`src/rtl/ifa_pkg.sv`:
```
// Package for the integer to ascii formatter: format codes, sequencer states,
// ascii constants and character helper functions.
// No dependencies.
package ifa_pkg;

  typedef enum logic [1:0] {
    CMD_SDEC = 2'd0,
    CMD_UDEC = 2'd1,
    CMD_HEX  = 2'd2,
    CMD_PTR  = 2'd3
  } cmd_t;

  typedef enum logic [1:0] {
    ST_IDLE,
    ST_CONV,
    ST_SIZE,
    ST_EMIT
  } state_t;

  localparam int unsigned NUM_DIGITS = 10;
  localparam int unsigned VAL_W      = 32;

  localparam logic [6:0] CH_ZERO  = 7'h30;
  localparam logic [6:0] CH_LOW_A = 7'h61;
  localparam logic [6:0] CH_MINUS = 7'h2D;
  localparam logic [6:0] CH_X     = 7'h78;
  localparam logic [6:0] CH_LPAR  = 7'h28;
  localparam logic [6:0] CH_RPAR  = 7'h29;
  localparam logic [6:0] CH_N     = 7'h6E;
  localparam logic [6:0] CH_I     = 7'h69;
  localparam logic [6:0] CH_L     = 7'h6C;

  localparam logic [3:0] NIL_LEN = 4'd5;

  // lower-case hex digit, also covers bcd digits
  function automatic logic [6:0] hex_char(input logic [3:0] nib);
    logic [6:0] c;
    if (nib < 4'd10) begin
      c = CH_ZERO + {3'b000, nib};
    end else begin
      c = CH_LOW_A + {3'b000, nib - 4'd10};
    end
    return c;
  endfunction

  function automatic logic [6:0] nil_char(input logic [2:0] idx);
    logic [6:0] c;
    case (idx)
      3'd0:    c = CH_LPAR;
      3'd1:    c = CH_N;
      3'd2:    c = CH_I;
      3'd3:    c = CH_L;
      default: c = CH_RPAR;
    endcase
    return c;
  endfunction

endpackage

```
`src/rtl/integer_to_ascii_formatter.sv`:
```
// Integer to ascii formatter top level: shift-and-add-3 binary to bcd unit,
// digit sizing and a character emitter with an output register.
// Depends on ifa_pkg.
//
// Usage: one input beat (cmd, value, alt_prefix) on in_valid/in_ready yields
// one to eleven output beats (char_out, last) on out_valid/out_ready, most
// significant character first, last high on the final one.
// in_ready is high only while the sequencer is idle; one item is in work at
// a time.
// Decimal commands run the magnitude through a shared shift-and-add-3 step,
// one bit per cycle in ST_CONV, then ST_SIZE sizes the digit string before
// ST_EMIT registers the first character.
// Hex and pointer skip the conversion and go straight to ST_SIZE.
// Characters then leave at one per cycle while out_ready stays high.
// The next input beat is taken while the last character still waits in the
// output register.
// When the receiver stalls, the output register holds and the emitter waits.
// Reset returns the sequencer to idle and drops out_valid.
module integer_to_ascii_formatter (
  input  logic        clk,
  input  logic        rst,
  input  logic        in_valid,
  output logic        in_ready,
  input  logic [1:0]  cmd,
  input  logic [31:0] value,
  input  logic        alt_prefix,
  output logic        out_valid,
  input  logic        out_ready,
  output logic [6:0]  char_out,
  output logic        last
);

  ifa_pkg::state_t state, state_next;

  ifa_pkg::cmd_t cmd_q;
  logic          neg;
  logic          nz;
  logic          alt_q;
  logic [31:0]   mag;
  logic [ifa_pkg::NUM_DIGITS-1:0][3:0] dig;
  logic [4:0]    cnt;
  logic [3:0]    nd;
  logic [3:0]    k;

  logic [ifa_pkg::NUM_DIGITS-1:0][3:0] adj;
  logic [3:0]    nd_calc;
  logic [1:0]    pre_len;
  logic          is_nil;
  logic [3:0]    n_chars;
  logic [3:0]    k_dig;
  logic [3:0]    pos;
  logic [6:0]    ch;
  logic          ch_last;
  logic          emit_go;
  logic          in_fire;

  assign in_ready = (state == ifa_pkg::ST_IDLE);
  assign in_fire  = in_valid && in_ready;

  // add-3 correction on every bcd digit before the shift
  always_comb begin
    for (int i = 0; i < ifa_pkg::NUM_DIGITS; i++) begin
      adj[i] = (dig[i] >= 4'd5) ? dig[i] + 4'd3 : dig[i];
    end
  end

  // digit count: highest nonzero digit, at least one; pointers always use eight
  always_comb begin
    nd_calc = 4'd1;
    for (int i = 0; i < ifa_pkg::NUM_DIGITS; i++) begin
      if (dig[i] != 4'd0) begin
        nd_calc = 4'(i + 1);
      end
    end
    if (cmd_q == ifa_pkg::CMD_PTR) begin
      nd_calc = 4'd8;
    end
  end

  always_comb begin
    is_nil  = (cmd_q == ifa_pkg::CMD_PTR) && !nz;
    pre_len = 2'd0;
    case (cmd_q)
      ifa_pkg::CMD_SDEC: pre_len = neg ? 2'd1 : 2'd0;
      ifa_pkg::CMD_HEX:  pre_len = (alt_q && nz) ? 2'd2 : 2'd0;
      ifa_pkg::CMD_PTR:  pre_len = nz ? 2'd2 : 2'd0;
      default:           pre_len = 2'd0;
    endcase
    n_chars = is_nil ? ifa_pkg::NIL_LEN : nd + {2'b00, pre_len};
    k_dig   = k - {2'b00, pre_len};
    pos     = nd - 4'd1 - k_dig;
    if (is_nil) begin
      ch = ifa_pkg::nil_char(k[2:0]);
    end else if (k < {2'b00, pre_len}) begin
      if (k == 4'd0) begin
        ch = neg ? ifa_pkg::CH_MINUS : ifa_pkg::CH_ZERO;
      end else begin
        ch = ifa_pkg::CH_X;
      end
    end else if (pos < 4'(ifa_pkg::NUM_DIGITS)) begin
      ch = ifa_pkg::hex_char(dig[pos]);
    end else begin
      ch = ifa_pkg::CH_ZERO;
    end
    ch_last = (k == n_chars - 4'd1);
  end

  assign emit_go = (state == ifa_pkg::ST_EMIT) && (!out_valid || out_ready);

  // sequencer
  always_comb begin
    state_next = state;
    case (state)
      ifa_pkg::ST_IDLE: begin
        if (in_fire) begin
          if (cmd == ifa_pkg::CMD_SDEC || cmd == ifa_pkg::CMD_UDEC) begin
            state_next = ifa_pkg::ST_CONV;
          end else begin
            state_next = ifa_pkg::ST_SIZE;
          end
        end
      end
      ifa_pkg::ST_CONV: begin
        if (cnt == 5'd31) begin
          state_next = ifa_pkg::ST_SIZE;
        end
      end
      ifa_pkg::ST_SIZE: state_next = ifa_pkg::ST_EMIT;
      ifa_pkg::ST_EMIT: begin
        if (emit_go && ch_last) begin
          state_next = ifa_pkg::ST_IDLE;
        end
      end
      default: state_next = ifa_pkg::ST_IDLE;
    endcase
  end

  always_ff @(posedge clk) begin
    if (rst) begin
      state <= ifa_pkg::ST_IDLE;
    end else begin
      state <= state_next;
    end
  end

  // datapath
  always_ff @(posedge clk) begin
    case (state)
      ifa_pkg::ST_IDLE: begin
        if (in_fire) begin
          cmd_q <= ifa_pkg::cmd_t'(cmd);
          alt_q <= alt_prefix;
          nz    <= (value != 32'd0);
          neg   <= (cmd == ifa_pkg::CMD_SDEC) && value[31];
          mag   <= ((cmd == ifa_pkg::CMD_SDEC) && value[31]) ? 32'd0 - value : value;
          cnt   <= 5'd0;
          k     <= 4'd0;
          if (cmd == ifa_pkg::CMD_SDEC || cmd == ifa_pkg::CMD_UDEC) begin
            dig <= '0;
          end else begin
            dig <= {8'h00, value};
          end
        end
      end
      ifa_pkg::ST_CONV: begin
        // shift the corrected bcd string left, next magnitude bit enters at the bottom
        dig <= {adj[ifa_pkg::NUM_DIGITS-1][2:0], adj[ifa_pkg::NUM_DIGITS-2:0], mag[31]};
        mag <= {mag[30:0], 1'b0};
        cnt <= cnt + 5'd1;
      end
      ifa_pkg::ST_SIZE: begin
        nd <= nd_calc;
      end
      ifa_pkg::ST_EMIT: begin
        if (emit_go) begin
          k <= k + 4'd1;
        end
      end
      default: ;
    endcase
  end

  // output register
  always_ff @(posedge clk) begin
    if (rst) begin
      out_valid <= 1'b0;
    end else if (emit_go) begin
      out_valid <= 1'b1;
    end else if (out_ready) begin
      out_valid <= 1'b0;
    end
  end

  always_ff @(posedge clk) begin
    if (emit_go) begin
      char_out <= ch;
      last     <= ch_last;
    end
  end

endmodule

```
`config.mk`:
```
export PLATFORM = sky130hd
export DESIGN_NAME = integer_to_ascii_formatter
export DESIGN_NICKNAME = d
export VERILOG_FILES = /design/src/rtl/ifa_pkg.sv /design/src/rtl/integer_to_ascii_formatter.sv
export SDC_FILE = /design/constraint.sdc
export NUM_CORES = 1
export LEC_CHECK = 0
export ABC_AREA = 0
export BUFFER_PORTS_ARGS = -buffer_cell sky130_fd_sc_hd__buf_2
export CELL_PAD_IN_SITES_DETAIL_PLACEMENT = 1
export CELL_PAD_IN_SITES_GLOBAL_PLACEMENT = 1
export CORE_MARGIN = 5
export CORE_UTILIZATION = 43
export DETAILED_ROUTE_END_ITERATION = 12
export PLACE_DENSITY_LB_ADDON = 0.1
export SLEW_MARGIN = 20
export SYNTH_ARGS = -nofsm -noshare
export SYNTH_HDL_FRONTEND = slang
export SYNTH_SLANG_ARGS = --single-unit
export TNS_END_PERCENT = 100
```
`constraint.sdc`:
```
create_clock -name clk -period 5.3 [get_ports clk]
set_clock_uncertainty 0.2 [all_clocks]
set_input_delay 1.06 -clock clk [delete_from_list [all_inputs] [get_ports clk]]
set_output_delay 1.06 -clock clk [all_outputs]
set_load 0.05 [all_outputs]
```
==> results.md <==
- The flow ran to the end, and the final reports show no timing, DRC or antenna violations.
- On the worst path, the slowest cell contributes a delay of 0.48 ns.
- The number of antenna diodes in the final layout is 0.
- The count of final max-slew check failures was 0.
- The wire length of the first global-routing pass is 28050 um.
- The class of the most critical setup path is reg -> reg.
- The critical path capture point type is a flip-flop.
- The overall track demand over capacity in global routing is 18.99%.
- Traced cell by cell, the critical path runs through o211ai_1, fa_1, inv_1, ha_1, inv_1, fa_1, xor2_1, xnor2_2, mux2_2, a21o_1, ha_1, xnor2_1, o211ai_1, a22oi_1.
- After routing, the total negative slack on setup checks comes to 0 ns.
- The required time of the critical path is 5.19 ns.
- The net count of the finished layout is 830.
- IR analysis of the VDD net gives a maximum drop of 0.2592 mV.
- The destination of the worst hold path is mag[31].
- The slack of the worst reg-to-reg path is 1.12 ns.
- Measured against its own limit, the worst slew margin works out to 44.61%.
- The final cell count without fillers is 964.
- The tree is rooted in a sky130_fd_sc_hd__clkbuf_16.
- In the routed layout, each cell is associated on average with a via count of 5.434.
- From bottom edge to top edge, the die measures 136.6 um.
- Counting the buffers created by CTS gives 9.
- The routed design has 16980 um of wire.
- After synthesis, flip-flops and latches occupy 43.13% of the total area.
- The H-tree was split into 3 levels.
- The number of flops mapped to enable cells by yosys is 97.
- Clock-pin slew was measured on the worst setup and hold paths at 0.07 ns.
- The peak clock frequency supported by timing is 239.0 MHz.
- Setup violations remaining at the end of the flow were counted as 0.
- The initial antenna violation count came to 0.
- The period utilization is 78.95%.
- The worst setup path is launched from a flip-flop.
- The total iterations of the first detailed-routing run is 4.
- Relative to the synthesized area, the layout overhead comes to 11.15%.
- The number of nets produced by synthesis is 795.
- The pin count of the biggest net entering global routing is 93.
- The clock tree buffer depth is 2.
- The family with the most delay on the worst path is adder cells.
- The share of final-layout standard cells stronger than drive strength 1 is 13.24%.
- The starting DRC count in detailed routing is 229.
- Setup repair after global routing left no endpoint under its margin.
- The count of buffers added on input and output ports is 47.
- The combined buffer and inverter count along the critical path is 2.
- The startpoint of the worst-slack reg-to-reg timing path is cmd_q[0].
- Summed over all nets, the half-perimeter wirelength after detailed placement is 12630 um.
- Dividing the detail-routed wire length by the instance count gives 17.61 um.
- The synthesized netlist occupies a cell area of 6893 um2.
- The critical path arrival is 4.08 ns.
- The hold violation count in the final report is 0.
- The clock latency of the later-clocked register in the worst-skew pair is 0.36 ns.
- The Yosys step of the flow raised 0 warnings.
- Across all layers, the routed design uses 5238 vias.
- The power per standard cell area is 648.5 nW/um2.
- The number of top-level pins is 49.
- The initial cell density of the core is 43.55%.
- The post-cts sizing count is 0.
- The class of the worst hold path is reg -> reg.
- In the synthesized netlist the async set-or-reset flop fraction comes to 0%.
- The cell total after placement is 948.
- At the pin with the least slew margin, the transition time is 0.8309 ns.
- After synthesis, the netlist uses 61 different library cells.
- The final critical delay including setup and external delays is 4.185 ns.
- The worst reg2reg path depth is 14.
- The max-cap violation count is 0.
- Summed over all layers, the global routing overflow is 0.
- The endpoint of the worst-slack reg-to-reg timing path is char_out[2].
- Measured along the x axis, the die boundary spans 136.6 um.
- The leakage power is 2.899 nW.
- The leading register cell type out of synthesis is sky130_fd_sc_hd__edfxtp_1.
- TritonCTS built the clock tree.
- The full die area is 18660 um2.
- The number of cells on the worst hold path is 2.
- The row count is 46.
- The cts-stage hold buffer count is 0.
- The last weighted congestion value of the routability-driven placer is 0.7829.
- The slowest stage of the critical path belongs to the cell sky130_fd_sc_hd__fa_1.
- The core region is 15830 um2.
- The number of instances in the synthesized netlist is 708.
- The detail route stage leaves a number of antenna-violating nets equal to 0.
- The via count of the first global-routing pass was 5412.
- The synthesized design contains 100 register bits.
- Post-CTS timing repair inserted 0 buffers for setup.
- The mean cell area of the mapped netlist is 9.736 um2.
- The clock net in this run drives a total of 100 sinks.
- The remaining routing DRC violations is 0.
- The worst-path maximum fanout is 9.
- The beginning of the worst hold path is mag[30].
==> where the power goes <==
group	switching (mW)	leakage (nW)	internal, mW
Sequential	0.282	0.964	1.35
Combinational	1.51	1.77	1.06
Clock	0.308	0.161	0.460
Total	2.10	2.90	2.87
==> through the flow <==
stage	hold slack, ns	setup slack [ns]	instance area, um2	power [mW]	util (%)
floorplan	0.2874	1.469	6897	3.590	-
global route	0.3564	0.8835	7661	5.399	48.40
detailed placement	0.3146	1.072	7320	4.227	46.25
finish	0.3252	1.115	7661	4.968	48.40
CTS	0.3334	1.068	7660	5.024	48.40
global placement	0.3091	1.246	7320	4.079	46.25
==> layout make-up <==
type	count	area, um2
inverter	42	157.7
fill	1830	8167
sequential	100	2973
timing repair buffer	51	265.3
clock inverter	7	115.1
clock buffer	9	225.2
multi-input combinational	539	3655
tap	216	270.3
==> registers in the layout, indices dropped and copies added (netlist names), 2 cells and up <==
| signal | cells |
|---|---|
| nd | 4 |
| mag | 32 |
| cmd_q | 2 |
| cnt | 5 |
| dig | 40 |
| state | 2 |
| k | 4 |
| char_out | 6 |
==> worst max path at each step <==
stage / start / to / slack, ns / cells after the start
floorplan: cmd_q[0] / char_out[2] / 1.47 / 14
global placement: cmd_q[0] / char_out[2] / 1.25 / 14
detailed placement: cmd_q[0] / char_out[2] / 1.07 / 14
CTS: cmd_q[0] / char_out[2] / 1.07 / 14
global route: cmd_q[0] / char_out[2] / 0.88 / 14
finish: cmd_q[0] / char_out[2] / 1.12 / 14
==> logic make-up (layout without fill, tap and decap cells) <==
logic type,Yosys count,in the layout,share of synthesized area (%)
other,1,1,0.05440
buffers and inverters,69,109,4.066
AOI/OAI and AO/OA,168,168,14.23
adders and majority gates,48,48,9.149
and+or+nand+nor,231,231,16.46
xor gates and xnor gates,61,61,7.860
DFF,100,100,43.13
muxes,30,30,5.046
==> cells in the mapped netlist, types with 16 or more instances <==
cell type / number / area share, %
sky130_fd_sc_hd__xnor2_1: 27 / 3.4
sky130_fd_sc_hd__mux2i_1: 19 / 2.8
sky130_fd_sc_hd__o21ai_0: 76 / 5.5
sky130_fd_sc_hd__inv_1: 41 / 2.2
sky130_fd_sc_hd__a21oi_1: 37 / 2.7
sky130_fd_sc_hd__xor2_1: 33 / 4.2
sky130_fd_sc_hd__clkbuf_1: 16 / 0.87
sky130_fd_sc_hd__nor2_1: 44 / 2.4
sky130_fd_sc_hd__ha_1: 44 / 8.0
sky130_fd_sc_hd__edfxtp_1: 97 / 42
sky130_fd_sc_hd__nand2_1: 94 / 5.1
==> layer usage <==
metal,GRT usage (%),routed length [um],vias up
met1,24.82,7805,2573
li1,-,-,2588
met4,5.935,274,0
met3,2.463,395,15
met2,32.72,8505,62
met5,0,0,-
==> worst register-to-register path: stages, from the launching register on <==
cell and delay (ns):
sky130_fd_sc_hd__edfxtp_1 0.44, sky130_fd_sc_hd__o211ai_1 0.37, sky130_fd_sc_hd__fa_1 0.48, sky130_fd_sc_hd__inv_1 0.07, sky130_fd_sc_hd__ha_1 0.13, sky130_fd_sc_hd__inv_1 0.05
sky130_fd_sc_hd__fa_1 0.37, sky130_fd_sc_hd__xor2_1 0.18, sky130_fd_sc_hd__xnor2_2 0.43, sky130_fd_sc_hd__mux2_2 0.39, sky130_fd_sc_hd__a21o_1 0.22, sky130_fd_sc_hd__ha_1 0.22
sky130_fd_sc_hd__xnor2_1 0.13, sky130_fd_sc_hd__o211ai_1 0.16, sky130_fd_sc_hd__a22oi_1 0.09
==> cell usage in the layout (no fill, tap or decap), types with 3 or more instances in the layout <==
cell / n
sky130_fd_sc_hd__edfxtp_1: 97
sky130_fd_sc_hd__nand2_1: 94
sky130_fd_sc_hd__o21ai_0: 76
sky130_fd_sc_hd__buf_2: 47
sky130_fd_sc_hd__nor2_1: 44
sky130_fd_sc_hd__ha_1: 43
sky130_fd_sc_hd__inv_1: 41
sky130_fd_sc_hd__a21oi_1: 37
sky130_fd_sc_hd__xor2_1: 33
sky130_fd_sc_hd__xnor2_1: 27
sky130_fd_sc_hd__mux2i_1: 19
sky130_fd_sc_hd__nand2b_1: 15
sky130_fd_sc_hd__nor3_1: 15
sky130_fd_sc_hd__nor3b_1: 14
sky130_fd_sc_hd__nand3_1: 13
sky130_fd_sc_hd__clkbuf_16: 9
sky130_fd_sc_hd__mux2_2: 8
sky130_fd_sc_hd__o31ai_1: 7
sky130_fd_sc_hd__a31o_2: 7
sky130_fd_sc_hd__nor2b_1: 6
sky130_fd_sc_hd__o21ai_1: 6
sky130_fd_sc_hd__and2_1: 6
sky130_fd_sc_hd__o211ai_1: 5
sky130_fd_sc_hd__o22ai_1: 4
sky130_fd_sc_hd__a31oi_1: 4
sky130_fd_sc_hd__or3_1: 4
sky130_fd_sc_hd__o41ai_1: 4
sky130_fd_sc_hd__fa_1: 4
sky130_fd_sc_hd__buf_4: 4
sky130_fd_sc_hd__mux4_2: 3
sky130_fd_sc_hd__a21o_1: 3
sky130_fd_sc_hd__or4_4: 3
sky130_fd_sc_hd__bufinv_16: 3
sky130_fd_sc_hd__dfxtp_1: 3
Power figures use the tool's default switching activity.
